[config.mk]
export PLATFORM = sky130hd
export DESIGN_NAME = dual_watchdog_timer_regs_top_flat
export DESIGN_NICKNAME = d
export VERILOG_FILES = /design/src/design/dwdt_pkg.sv /design/src/design/dwdt_if.sv /design/src/design/dwdt_step.sv /design/src/design/dual_watchdog_timer_regs_top.sv /design/src/flat_wrapper.sv
export SDC_FILE = /design/constraint.sdc
export NUM_CORES = 1
export LEC_CHECK = 0
export BUFFER_PORTS_ARGS = -buffer_cell sky130_fd_sc_hd__buf_4
export CELL_PAD_IN_SITES_DETAIL_PLACEMENT = 0
export CELL_PAD_IN_SITES_GLOBAL_PLACEMENT = 1
export CORE_UTILIZATION = 48
export CTS_BUF_LIST = sky130_fd_sc_hd__clkbuf_8
export DETAILED_ROUTE_END_ITERATION = 16
export GPL_TIMING_DRIVEN = 0
export PLACE_DENSITY_LB_ADDON = 0.05
export SYNTH_ARGS = -nofsm -noshare
export SYNTH_HDL_FRONTEND = slang
export SYNTH_SLANG_ARGS = --single-unit
[constraint.sdc]
create_clock -name clk -period 5.6 [get_ports clk]
set_clock_uncertainty 0.2 [all_clocks]
set_input_delay 0.28 -clock clk [delete_from_list [all_inputs] [get_ports clk]]
set_output_delay 0.28 -clock clk [all_outputs]
set_load 0.005 [all_outputs]
[src/design/dwdt_pkg.sv]
// Package with the types, register indexes and control bits of the dual watchdog timer.
package dwdt_pkg;

    localparam int unsigned WORD_WIDTH = 32;
    localparam int unsigned REG_COUNT = 8;
    localparam int unsigned INDEX_WIDTH = $clog2(REG_COUNT);

    typedef logic [WORD_WIDTH-1:0] word_t;
    typedef logic [INDEX_WIDTH-1:0] reg_index_t;
    typedef word_t [REG_COUNT-1:0] reg_file_t;

    typedef enum logic [1:0] {
        MODE_TICK  = 2'd0,
        MODE_READ  = 2'd1,
        MODE_WRITE = 2'd2
    } mode_t;

    localparam reg_index_t IDX_CHIP_COUNT = 3'd0;
    localparam reg_index_t IDX_CHIP_RST   = 3'd1;
    localparam reg_index_t IDX_CHIP_IRQ   = 3'd2;
    localparam reg_index_t IDX_CHIP_CTRL  = 3'd3;
    localparam reg_index_t IDX_SYS_COUNT  = 3'd4;
    localparam reg_index_t IDX_SYS_RST    = 3'd5;
    localparam reg_index_t IDX_SYS_CTRL   = 3'd7;

    localparam int unsigned CTL_EN_IRQ   = 0;
    localparam int unsigned CTL_ACK_IRQ  = 1;
    localparam int unsigned CTL_EN_RESET = 2;

    typedef struct packed {
        word_t read_data;
        logic  irq_level;
        logic  reset_pulse;
    } step_result_t;

endpackage

[src/design/dwdt_if.sv]
// Handshake interfaces for the request and response channels of the watchdog.
interface dwdt_req_if;
    import dwdt_pkg::*;

    logic       valid;
    logic       ready;
    logic [1:0] mode;
    reg_index_t reg_index;
    word_t      write_data;

    modport source (output valid, output mode, output reg_index, output write_data,
                    input ready);
    modport sink (input valid, input mode, input reg_index, input write_data,
                  output ready);
endinterface

interface dwdt_rsp_if;
    import dwdt_pkg::*;

    logic  valid;
    logic  ready;
    word_t read_data;
    logic  irq_level;
    logic  reset_pulse;

    modport source (output valid, output read_data, output irq_level, output reset_pulse,
                    input ready);
    modport sink (input valid, input read_data, input irq_level, input reset_pulse,
                  output ready);
endinterface

[src/design/dwdt_step.sv]
// Next-state and result logic for one watchdog transaction.
module dwdt_step
    import dwdt_pkg::*;
(
    input  reg_file_t    regs,
    input  logic         irq,
    input  logic [1:0]   mode,
    input  reg_index_t   reg_index,
    input  word_t        write_data,
    output reg_file_t    regs_next,
    output logic         irq_next,
    output step_result_t result
);

    reg_file_t regs_acc;
    logic      irq_acc;
    word_t     read_word;
    word_t     wdata;
    logic      chip_rst_fire;
    logic      sys_rst_fire;
    logic      irq_fire;

    always_comb
    begin
        regs_acc  = regs;
        irq_acc   = irq;
        read_word = '0;
        wdata     = write_data;
        unique case (mode)
            MODE_TICK:
            begin
                regs_acc[IDX_CHIP_COUNT] = regs[IDX_CHIP_COUNT] + word_t'(1);
                regs_acc[IDX_SYS_COUNT]  = regs[IDX_SYS_COUNT] + word_t'(1);
            end
            MODE_READ:
            begin
                read_word = regs[reg_index];
            end
            MODE_WRITE:
            begin
                if (reg_index == IDX_CHIP_CTRL)
                begin
                    if (write_data[CTL_ACK_IRQ])
                    begin
                        irq_acc = 1'b0;
                    end
                    wdata[CTL_ACK_IRQ] = 1'b0;
                end
                regs_acc[reg_index] = wdata;
            end
            default:
            begin
            end
        endcase
    end

    assign chip_rst_fire = regs_acc[IDX_CHIP_CTRL][CTL_EN_RESET]
                        && (regs_acc[IDX_CHIP_COUNT] >= regs_acc[IDX_CHIP_RST]);
    assign sys_rst_fire  = regs_acc[IDX_SYS_CTRL][CTL_EN_RESET]
                        && (regs_acc[IDX_SYS_COUNT] >= regs_acc[IDX_SYS_RST]);
    assign irq_fire      = regs_acc[IDX_CHIP_CTRL][CTL_EN_IRQ]
                        && !regs_acc[IDX_CHIP_CTRL][CTL_ACK_IRQ]
                        && (regs_acc[IDX_CHIP_COUNT] >= regs_acc[IDX_CHIP_IRQ]);

    always_comb
    begin
        regs_next = regs_acc;
        irq_next  = irq_acc;
        priority if (chip_rst_fire || sys_rst_fire)
        begin
            regs_next = '0;
        end
        else if (irq_fire)
        begin
            regs_next[IDX_CHIP_CTRL][CTL_ACK_IRQ] = 1'b1;
            irq_next = 1'b1;
        end
        else
        begin
        end
    end

    assign result.read_data   = read_word;
    assign result.irq_level   = irq_next;
    assign result.reset_pulse = chip_rst_fire || sys_rst_fire;

endmodule

[src/design/dual_watchdog_timer_regs_top.sv]
// Top level of the register-mapped dual watchdog timer.
//
// The req channel carries one transaction per item: a counter tick, a register
// read or a register write to one of eight word registers. The rsp channel
// returns exactly one transaction per request with the read data (zero unless
// the request was a read), the interrupt level after the request and a flag
// that is set when a chip or system watchdog reset fired.
// A request is applied to the register file in the cycle it is accepted, and
// its response is valid in the following cycle. Throughput is one request per
// cycle unless the receiver stalls; the single path from the register file
// through the increment, the limit compares and the register select sets it.
// The output register frees itself in the cycle the response is taken, so a
// new request is accepted while a response is being delivered.
// When the receiver stalls, the response is held and req.ready drops until the
// response is taken.
// Reset clears all eight registers, the interrupt line and the response valid.
// A fired watchdog reset clears the registers but leaves the interrupt level.
module dual_watchdog_timer_regs_top
    import dwdt_pkg::*;
(
    input  logic   clk,
    input  logic   rst_n,
    dwdt_req_if.sink   req,
    dwdt_rsp_if.source rsp
);

    reg_file_t    regs_reg;
    reg_file_t    regs_next;
    logic         irq_reg;
    logic         irq_next;
    logic         rsp_valid_reg;
    step_result_t rsp_data_reg;
    step_result_t step_result;
    logic         accept;

    assign req.ready = !rsp_valid_reg || rsp.ready;
    assign accept    = req.valid && req.ready;

    dwdt_step u_step (
        .regs       (regs_reg),
        .irq        (irq_reg),
        .mode       (req.mode),
        .reg_index  (req.reg_index),
        .write_data (req.write_data),
        .regs_next  (regs_next),
        .irq_next   (irq_next),
        .result     (step_result)
    );

    always_ff @(posedge clk or negedge rst_n)
    begin
        if (!rst_n)
        begin
            regs_reg      <= '0;
            irq_reg       <= 1'b0;
            rsp_valid_reg <= 1'b0;
        end
        else
        begin
            if (accept)
            begin
                regs_reg      <= regs_next;
                irq_reg       <= irq_next;
                rsp_valid_reg <= 1'b1;
            end
            else if (rsp.ready)
            begin
                rsp_valid_reg <= 1'b0;
            end
        end
    end

    always_ff @(posedge clk)
    begin
        if (accept)
        begin
            rsp_data_reg <= step_result;
        end
    end

    assign rsp.valid       = rsp_valid_reg;
    assign rsp.read_data   = rsp_data_reg.read_data;
    assign rsp.irq_level   = rsp_data_reg.irq_level;
    assign rsp.reset_pulse = rsp_data_reg.reset_pulse;

    // A fired watchdog reset leaves both counters at zero.
    assert property (@(posedge clk) disable iff (!rst_n)
        (accept && step_result.reset_pulse) |=>
            (regs_reg[IDX_CHIP_COUNT] == '0 && regs_reg[IDX_SYS_COUNT] == '0))
    else $error("counters not cleared after watchdog reset");

    // The pending bit is only ever set together with the interrupt line.
    assert property (@(posedge clk) disable iff (!rst_n)
        regs_reg[IDX_CHIP_CTRL][CTL_ACK_IRQ] |-> irq_reg)
    else $error("interrupt pending without interrupt line");

    // The pending bit implies the interrupt is enabled.
    assert property (@(posedge clk) disable iff (!rst_n)
        regs_reg[IDX_CHIP_CTRL][CTL_ACK_IRQ] |-> regs_reg[IDX_CHIP_CTRL][CTL_EN_IRQ])
    else $error("interrupt pending while disabled");

    // Every accepted request produces a response in the next cycle.
    assert property (@(posedge clk) disable iff (!rst_n)
        accept |=> rsp_valid_reg)
    else $error("response missing after accepted request");

endmodule
[src/flat_wrapper.sv]
// flat-port wrapper written by rule: the top's interface ports become plain ports
module dual_watchdog_timer_regs_top_flat import dwdt_pkg::*;
  (clk, rst_n, req_valid, req_mode, req_reg_index, req_write_data, req_ready, rsp_valid, rsp_read_data, rsp_irq_level, rsp_reset_pulse, rsp_ready);
  dwdt_req_if req_i ();
  dwdt_rsp_if rsp_i ();
  input  logic clk;
  input  logic rst_n;
  input wire logic [$bits(req_i.valid)-1:0] req_valid;
  input wire logic [$bits(req_i.mode)-1:0] req_mode;
  input wire logic [$bits(req_i.reg_index)-1:0] req_reg_index;
  input wire logic [$bits(req_i.write_data)-1:0] req_write_data;
  output wire logic [$bits(req_i.ready)-1:0] req_ready;
  output wire logic [$bits(rsp_i.valid)-1:0] rsp_valid;
  output wire logic [$bits(rsp_i.read_data)-1:0] rsp_read_data;
  output wire logic [$bits(rsp_i.irq_level)-1:0] rsp_irq_level;
  output wire logic [$bits(rsp_i.reset_pulse)-1:0] rsp_reset_pulse;
  input wire logic [$bits(rsp_i.ready)-1:0] rsp_ready;
  assign req_i.valid = req_valid;
  assign req_i.mode = req_mode;
  assign req_i.reg_index = req_reg_index;
  assign req_i.write_data = req_write_data;
  assign req_ready = req_i.ready;
  assign rsp_valid = rsp_i.valid;
  assign rsp_read_data = rsp_i.read_data;
  assign rsp_irq_level = rsp_i.irq_level;
  assign rsp_reset_pulse = rsp_i.reset_pulse;
  assign rsp_i.ready = rsp_ready;
  dual_watchdog_timer_regs_top u_core (.clk(clk), .rst_n(rst_n), .req(req_i), .rsp(rsp_i));
endmodule
Yosys cells after proc, flatten, opt, wreduce, memory -nomap -nowiden
Index checks and enable logic that the tools add are counted.
W data, S select, Z words.

operators by class
  add/sub/neg operators = 2
  multiply operators = 0
  div/mod/pow operators = 0
  order comparisons = 5
  eq/ne operators = 3
  shift operators = 0
  multiplexer cells = 22
  bitwise operators = 0
  reduce and logical (&&, ||, !) cells = 14

operators with widths
  operator                 number
  $bwmux W256              1
  $mux W96                 2
  $mux W158                1
  $pmux W32 S2             2
  $mux W97                 1
  $bmux W32 S3             1
  $demux W32 S3            1
  $ge A32 B32 Y1           3
  $add A32 B1 Y32 const B  2
  $mux W32                 2
  $mux W1                  11
  $logic_and A1 B1 Y1      6
  $lt A3 B4 Y1 const B     1
  $reduce_bool A2 Y1       2
  $eq A3 B2 Y1 const B     1
  $ge A3 B1 Y1 const B     1
  $eq A2 B1 Y1 const B     1
  $eq A2 B2 Y1 const B     1
  $logic_not A1 Y1         2
  $logic_not A2 Y1         1
  $logic_or A1 B1 Y1       2
  $reduce_and A2 Y1        1

storage, ports and cells
  bits in registers = 292
  latch bits = 0
  bits in writable memories = 0
  ROM bits = 0
  input port bits = 41
  word-level logic and storage cells = 61
  memories = 0

Longest topological paths before layout
Gate-level depths: netlist of run 1.

  depth in word-level cells = 11
  mapped depth = 20

By module
From an unflattened synthesis of run 1, not the netlist that was laid out.

unflattened totals
  cells, all modules = 2254
  area, all modules = 22170.0 um^2

modules (own cells, without submodules)
  module                        instances  cells each  area an instance (um^2)  seq. area each (um^2)
  dual_watchdog_timer_regs_top  1          581         11534.8                  7477.2
  dwdt_step                     1          1673        10635.2                  0.0

Worst setup path after synthesis of run 1
OpenSTA, ideal clock, no wires.

  path kind = register to register
  start = register u_core.regs_reg[0] (netlist bit)
  end = register u_core.regs_reg[225] (netlist bit)
  arrival = 4.162 ns
  required time = 5.296 ns
  path slack = 1.135 ns
  cell stages (with the launch flop) = 19
  path buffers = 3
  path through = dfrtp_1 -> ha_1 -> nand2_1 -> or2_1 -> clkbuf_1 -> nor4_1 -> a21boi_0 -> o21ai_0 -> ha_1 -> and2_1 -> a221o_1 -> a221oi_1 -> o22ai_1 -> a21oi_1 -> and3_1 -> inv_2 -> buf_6 -> buf_6 -> o41ai_2

on the way
  word-level cells in the longest chain between the ends = 7

RTL lines
  what                                                   line                                RTL
  start, declared                                        dual_watchdog_timer_regs_top.sv:27  reg_file_t regs_reg;
  start signal, assigned                                 dual_watchdog_timer_regs_top.sv:62  regs_reg <= regs_next;
  $add A32 B1 Y32 / $bwmux W256 (equally long branches)  dwdt_step.sv:32, dwdt_step.sv:49
  $pmux W32 S2 *                                         dwdt_step.sv:29                     unique case (mode)
  $ge A32 B32 Y1 *                                       dwdt_step.sv:58                     && (regs_acc[IDX_CHIP_COUNT] >= regs_acc[IDX_CHIP_RST]);
  $logic_and A1 B1 Y1 *                                  dwdt_step.sv:58
  $logic_or A1 B1 Y1 *                                   dwdt_step.sv:69                     priority if (chip_rst_fire || sys_rst_fire)
  $reduce_bool A2 Y1 (no line)                           n/a
  $reduce_and A2 Y1 (no line)                            n/a

Every way passes the cells marked *; elsewhere a longest branch is shown, timed or not.
A chain may end at the register's enable or synchronous reset.

Final worst setup path of run 1
  start = input req_mode[0]
  end = register u_core.regs_reg[110] (netlist bit)

on the way
  word-level cells in the longest chain between the ends = 7

RTL lines
  what                                                     line                              RTL
  start, declared                                          flat_wrapper.sv:9                 input wire logic [$bits(req_i.mode)-1:0] req_mode;
  $eq A2 B2 Y1 / $logic_not A2 Y1 (equally long branches)  n/a
  $pmux W32 S2 / $mux W96 (equally long branches)          dwdt_step.sv:29
  $ge A32 B32 Y1 (on tied branches)                        dwdt_step.sv:58, dwdt_step.sv:60
  $logic_and A1 B1 Y1 (on tied branches)                   dwdt_step.sv:58, dwdt_step.sv:60
  $logic_or A1 B1 Y1                                       dwdt_step.sv:69
  $reduce_bool A2 Y1 (no line)                             n/a
  $reduce_and A2 Y1 (no line)                              n/a

Parallel ways exist; a longest one is shown, timed or not. The select of a mux whose other input is x is not followed.

==> results.md, run 1 <==
- Synth async-reset ratio: 88.4%
- P&R area growth vs syn: 14.8%
- Top Usage Layer GRT: met2
- Drc violations: 0
- CP Data Arrival Time: 5.97 ns
- Vias in the first global route: 20400
- Minimum clock period: 5.62 ns
- M2 GR Usage: 64.3%
- Met1 Use GR: 61.2%
- Setup Crit Path Kind: in -> reg
- Pwr per Cell Area: 520 nW/um^2
- Critical path endpoint category: register
- EDFF count, synth: 34
- Grt met3 use: 9.98%
- Mean area per synthesized cell: 8.86 sq um
- Max IR drop VDD: 0.000307 V
- Die W: 211 um
- Die ar.: 44700 sq um
- Hold Path Class: in -> reg
- Logic pwr share: 53.4%
- Die Height: 211 um
- Cts bufs inserted: 55
- Max reg flops: 256
- Worst Max-Slew Pin Slew: 1.19 ns
- Flops & latches, synth: 292
- GRT Total Usage: 44.8%
- Sw Share: 48.2%
- P_int: 6.51 mW
- Vias per cell: 7.01
- Max-Cap Viols: 0
- Leak: 10.5 nW
- Worst hold margin: 0.0774 ns
- DP Worst Slack: -1.37 ns
- Violated checks: setup timing
- Final TNS setup: -0.0229 ns
- Cell Area, Synth: 21000 sq um
- Most used DFF post-synth: dfrtp_1
- Placed insts: 3036
- Antenna viol nets, final: 0
- Clk_lat worst skew: 0.69 ns
- Synth Area in Adders: 5.83%
- H-tree depth: 2
- Routability cong.: 1.08
- Syn Inst Count: 2375
- Post-synthesis compound-gate area fraction: 25.1%
- Initial core utilization: 48.7%
- NetSw: 6.07 mW
- Sequential share of the synthesized area: 35.5%
- Final wirelength: 100000 um
- Buffers on Ports: 73
- CTS sink count: 292
- Crit path launch type: primary input
- Largest net degree at the start of global routing: 116
- Clock buffer depth: 3
- Largest family of logic cells by synthesized area: compound AO/OA/AOI/OAI gates
- Core Area: 43200 sq um
- Finished Layout Cells: 3179
- Flop2flop setup slack: 0.03 ns
- Clk network pwr share: 18.9%
- Fin. max-slew vios: 0
- # diodes: 0
- Drt pass-1 iters: 8
- Period Utilization, post-route: 100%
- CTS tree: built
- Row count: 76
- Layout Nets: 2687
- Clock transition at path regs: 0.07 ns
- Initial DRC count: 3142
- Syn Nets: 2514
- Synth Area in Simple Gates: 16.7%
- Final Hold Fails: 0
- Library cells used by synthesis: 67
- I/O Pins: 77
- Final WS setup: -0.0152 ns
- CP Max Fanout: 10
- Total gr overflow: 0
- DR vias: 22300
- CP Data Required Time: 5.95 ns
- First-pass GRT wire length: 143000 um
- Final count of negative-setup-slack endpoints: 3
- Xor/xnor share of the synthesized area: 0%
- Seq pwr share: 27.7%
- Status: finished with violations
- Mux cell area share after synthesis: 11.1%
- Root Buffer: clkbuf_8
- Fillers: 4066
- Share of layout cells above drive strength 1: 12.8%
- Highest Clock Rate: 178 MHz
- YS warnings: 0
- WL per Instance: 31.6 um
- Relative slew slack: 20.8%
- RSZ-0062 raised after global routing: no
- HPWL after DPL: 76300 um
- Initial antenna violation count: 2
==> power by group through the flow <==
stage	Combinational, mW	Clock [mW]	Sequential, mW
global placement	6.16	0	3.46
finish	6.71	2.38	3.48
CTS	6.40	2.38	3.45
floorplan	4.26	0	3.18
detailed placement	6.28	0	3.48
global route	7.10	2.47	3.52
==> cells by family (layout without fill, tap and decap cells) <==
group	count (synthesis)	count (layout)
flops	292	292
buf+inv	273	492
fa+ha+maj	98	98
simple gates	782	782
mux	207	207
compound gates	723	723
==> cell usage after synthesis (all sizes together) (6+ instances only) <==
cell,count,area share (%)
mux2i,177,8.4
nand3,30,0.71
nor3,136,3.2
nor4,6,0.18
o21ai,116,2.8
nand2b,8,0.24
o221a,20,1.1
and2,34,1.0
mux4,20,2.1
a41oi,10,0.42
nor2,84,1.5
and3,7,0.21
clkbuf,193,3.4
a32oi,98,4.1
inv,17,0.30
nand4,26,0.77
a21o,18,0.64
nor2b,6,0.18
dfrtp,258,31
ha,98,5.8
o31ai,194,6.9
a22o,13,0.54
o22ai,53,1.6
nand2,412,7.4
a31o,28,1.2
a22oi,12,0.43
and4,13,0.54
edfxtp,34,4.9
o211ai,8,0.29
buf,63,2.0
a221oi,30,1.2
mux2,10,0.54
a2bb2oi,9,0.37
a21oi,61,1.5
o221ai,9,0.37
==> placed cells by master (no fill, tap or decap), types with 10 or more instances in the layout <==
master           n
edfxtp_1        34
a22oi_1         12
clkbuf_2        22
a21o_1          18
nand3_1         30
a21oi_1         59
ha_1            98
buf_2           14
a22o_1          13
buf_4           78
a32oi_1         98
a31o_2          28
o31ai_1        194
clkbuf_1       174
buf_6           21
o22ai_1         53
and2_1          34
a221oi_1        30
o221a_2         20
mux4_2          20
mux2_2          10
o21ai_0        112
nor3_1         132
nand4_1         26
inv_1           25
mux2i_1        176
nand2_1        411
buf_1           21
dfrtp_1        257
dlygate4sd3_1   35
nor2_1          80
a41oi_1         10
clkbuf_8        66
and4_1          12
clkinv_2        13
==> per-stage QoR <==
| stage | util (%) | total power, mW | area (sq um) |
|---|---|---|---|
| after global routing | 56.0 | 13.1 | 24200 |
| after floorplan | - | 7.45 | 21000 |
| after CTS | 55.8 | 12.2 | 24100 |
| final | 56.0 | 12.6 | 24200 |
| after global placement | 51.7 | 9.62 | 22300 |
| after detailed placement | 51.9 | 9.76 | 22400 |
==> worst paths after layout <==
| kind | start | depth (start not counted) | endpoint |
|---|---|---|---|
| min | req_reg_index[1] | 6 | u_core.irq_reg$_DFFE_PN0P_ |
| max | req_mode[0] | 17 | u_core.regs_reg[110]$_DFFE_PN0P_ |
| min in group asynchronous | rst_n | 4 | u_core.regs_reg[173]$_DFFE_PN0P_ |
| max in group asynchronous | rst_n | 5 | u_core.regs_reg[222]$_DFFE_PN0P_ |
| min reg2reg | u_core.regs_reg[55]$_DFFE_PN0P_ | 2 | u_core.regs_reg[55]$_DFFE_PN0P_ |
| max reg2reg | u_core.regs_reg[0]$_DFFE_PN0P_ | 19 | u_core.rsp.irq_level$_DFFE_PP_ |
==> timing repair <==
action	CTS	global route
endpoints found under the hold margin	335	0
endpoints found under the setup margin	259	200
hold buffers	36	0
resized for setup	22	34
pin swaps	3	3
setup buffers	3	3
==> layer usage <==
layer | vias to the layer above | part of all wire [%] | routed length (um)
met2 | 1572 | 41 | 41500
met4 | 0 | 7.0 | 7010
met3 | 337 | 11 | 11500
met5 | - | 0 | 0
met1 | 10900 | 40 | 40400
li1 | 9448 | - | -
==> layout make-up <==
class / instances / area [sq um] / area share, %
Inverter: 17 / 63.8 / 0.264
Timing Repair Buffer: 118 / 1070 / 4.41
Multi-Input combinational cell: 1810 / 12500 / 51.6
Sequential cell: 292 / 7480 / 31.0
Clock buffer: 66 / 908 / 3.76
Tap cell: 585 / 732 / 3.03
Clock inverter: 37 / 290 / 1.20
Buffer: 254 / 1160 / 4.82
==> critical path, cell delays in order <==
cell      delay, ns
buf_4          0.19
clkbuf_1       0.48
clkbuf_1       0.69
clkbuf_1       0.74
a22oi_1        0.20
o21ai_0        0.21
ha_1           0.31
a21oi_1        0.19
o21ai_0        0.12
a41oi_1        0.30
o31ai_1        0.23
o211ai_1       0.42
buf_4          0.27
clkbuf_1       0.47
buf_1          0.53
a32oi_1        0.20
o31ai_1        0.11
No activity file was read; power rests on OpenSTA's default activity.
==> run 2, diff against run 1 <==
--- a/config.mk
+++ b/config.mk
@@ -8,7 +8,7 @@
 export BUFFER_PORTS_ARGS = -buffer_cell sky130_fd_sc_hd__buf_4
 export CELL_PAD_IN_SITES_DETAIL_PLACEMENT = 0
 export CELL_PAD_IN_SITES_GLOBAL_PLACEMENT = 1
-export CORE_UTILIZATION = 48
+export CORE_UTILIZATION = 25
 export CTS_BUF_LIST = sky130_fd_sc_hd__clkbuf_8
 export DETAILED_ROUTE_END_ITERATION = 16
 export GPL_TIMING_DRIVEN = 0
==> results.md, run 2 (synthesis gave the netlist of run 1 again) <==
- Die ar.: 85300 sq um (was 44700 sq um)
- CP Max Fanout: 10 (unchanged)
- Clock transition at path regs: 0.06 ns (was 0.07 ns)
- I/O Pins: 77 (unchanged)
- Routability cong.: 0.942 (was 1.08)
- Relative slew slack: 18.5% (was 20.8%)
- Crit path to: u_core.rsp.irq_level$_DFFE_PP_ (was u_core.regs_reg[110]$_DFFE_PN0P_)
- R2R depth: 17 (was 19)
- Clock buffer depth: 3 (unchanged)
- Max IR drop VDD: 0.000297 V (was 0.000307 V)
- Worst hold margin: 0.0271 ns (was 0.0774 ns)
- R2R Path Start: u_core.regs_reg[0]$_DFFE_PN0P_ (unchanged)
- RSZ-0062 raised after global routing: no (unchanged)
- Reg2Reg Capture Point: u_core.rsp.irq_level$_DFFE_PP_ (unchanged)
- Area of the multi-input gates: 12500 sq um (about the same)
- Leak: 10.6 nW (was 10.5 nW)
- Row count: 106 (was 76)
- First-pass GRT wire length: 172000 um (was 143000 um)
- Critical path endpoint category: register (unchanged)
- WL per Instance: 33.6 um (was 31.6 um)
- Minimum clock period: 5.53 ns (was 5.62 ns)
- CP startpoint: u_core.regs_reg[0]$_DFFE_PN0P_ (was req_mode[0])
- Setup Crit Path Kind: reg -> reg (was in -> reg)
- Drc violations: 0 (unchanged)
- Layout Nets: 2693 (was 2687)
- GRT Total Usage: 28.7% (was 44.8%)
- Initial antenna violation count: 4 (was 2)
- HPWL after DPL: 96500 um (was 76300 um)
- Top Usage Layer GRT: met2 (unchanged)
- DP Worst Slack: -2.21 ns (was -1.37 ns)
- Period Utilization, post-route: 98.8% (was 100%)
- Initial core utilization: 25.2% (was 48.7%)
- Fillers: 8871 (was 4066)
- Crit path launch type: register (was primary input)
- Placed cell area: 23000 sq um (was 22400 sq um)
- Final count of negative-setup-slack endpoints: 0 (was 3)
- P&R area growth vs syn: 18.3% (was 14.8%)
- Pwr per Cell Area: 520 nW/um^2 (about the same)
- Vias in the first global route: 20700 (was 20400)
- CP Data Arrival Time: 5.84 ns (was 5.97 ns)
- Flop2flop setup slack: 0.07 ns (was 0.03 ns)
- Initial DRC count: 2308 (was 3142)
- Placed insts: 3530 (was 3036)
- Share of layout cells above drive strength 1: 13.4% (was 12.8%)
- Tot Pwr: 12.9 mW (was 12.6 mW)
- Status: finished clean (was finished with violations)
- Vias per cell: 5.86 (was 7.01)
- Final WS setup: 0.0695 ns (was -0.0152 ns)
- M2 GR Usage: 44.8% (was 64.3%)
- CTS sink count: 292 (unchanged)
- Drt pass-1 iters: 7 (was 8)
- Clk_lat worst skew: 0.73 ns (was 0.69 ns)
- Finished Layout Cells: 3690 (was 3179)
- Final core utilization: 29.8% (was 56.0%)
- DR vias: 21600 (was 22300)
- Fin. max-slew vios: 0 (unchanged)
- Core Area: 83400 sq um (was 43200 sq um)
- Final TNS setup: 0 ns (was -0.0229 ns)
- CP Data Required Time: 5.91 ns (was 5.95 ns)
- Antenna viol nets, final: 0 (unchanged)
- Grt met3 use: 4.51% (was 9.98%)
- Cell area after layout: 24900 sq um (was 24200 sq um)
- Die W: 292 um (was 211 um)
- Hold Path Class: in -> async (was in -> reg)
- Cts bufs inserted: 61 (was 55)
- Max reg flops: 256 (unchanged)
- Largest net degree at the start of global routing: 95 (was 116)
- Die Height: 292 um (was 211 um)
- Root Buffer: clkbuf_8 (unchanged)
- Max-Cap Viols: 0 (unchanged)
- Most frequent cells in the layout: nand2_1 (411), dfrtp_1 (257), o31ai_1 (194) (unchanged)
- Buffers on Ports: 73 (unchanged)
- Final Hold Fails: 0 (unchanged)
- Register area: 7480 sq um (unchanged)
- Met1 Use GR: 40.0% (was 61.2%)
- Commonest non-fill, non-tap cell in the layout: nand2_1 (unchanged)
- Total gr overflow: 0 (unchanged)
- Highest Clock Rate: 181 MHz (was 178 MHz)
- Final wirelength: 124000 um (was 100000 um)
- CTS tree: built (unchanged)
- Worst Max-Slew Pin Slew: 1.22 ns (was 1.19 ns)
- H-tree depth: 2 (unchanged)
==> run 2: cell type report <==
class                      instances  area share [%]
timing repair buffer             122            4.27
clock inverter                    36           0.628
sequential                       292            30.1
inverter                          17           0.256
tap                             1080            5.43
clock buffer                      77            4.26
multi-input combinational       1810            50.3
buffer                           250            4.76
antenna                            6          0.0603
==> run 2: worst min path at each step <==
stage | from | to | slack [ns] | depth (start not counted)
6_report | rst_n | u_core.regs_reg[139]$_DFFE_PN0P_ | 0.03 | 2
4_1_cts | req_reg_index[2] | u_core.irq_reg$_DFFE_PN0P_ | 0.004 | 6
3_3_place_gp | req_valid | u_core.rsp.valid$_DFFE_PN0P_ | 0.28 | 2
3_5_place_dp | rst_n | u_core.regs_reg[171]$_DFFE_PN0P_ | 0.21 | 1
5_1_grt | req_write_data[2] | u_core.regs_reg[98]$_DFFE_PN0P_ | 0.04 | 3
2_1_floorplan | rst_n | u_core.irq_reg$_DFFE_PN0P_ | -0.22 | 0
==> run 2: layer usage <==
layer	wire length (um)	vias to the layer above	part of all wire, %
met5	0	-	0
met3	7640	166	6.2
met1	56500	11100	46
met2	55300	892	45
li1	-	9492	-
met4	4580	0	3.7
==> run 2: where the power goes <==
group	switching [mW]	internal (mW)	total, mW
sequential	0.728	2.79	3.52
combinational	4.58	2.46	7.04
clock	1.16	1.23	2.39
==> run 2: what timing repair did <==
item | 4_1_cts | 5_1_grt
buffers inserted | 10 | 2
endpoints found under the hold margin | 288 | 0
hold buffers | 35 | 0
pin swaps | 4 | 3
resized for setup | 45 | 41
endpoints found under the setup margin | 259 | 245
==> run 2: worst max-delay path: stages, from the launching register on <==
cell and delay, ns:
dfrtp_1 0.54, ha_1 0.27, nand2_1 0.17, or2_2 0.51, nor4_4 0.43, a21boi_0 0.20
o21ai_2 0.32, ha_1 0.28, and2_1 0.15, a221o_1 0.31, a221oi_2 0.36, o22ai_1 0.26
a21oi_4 0.30, and3_1 0.23, inv_2 0.07, buf_6 0.17, buf_6 0.21, o21ai_2 0.29
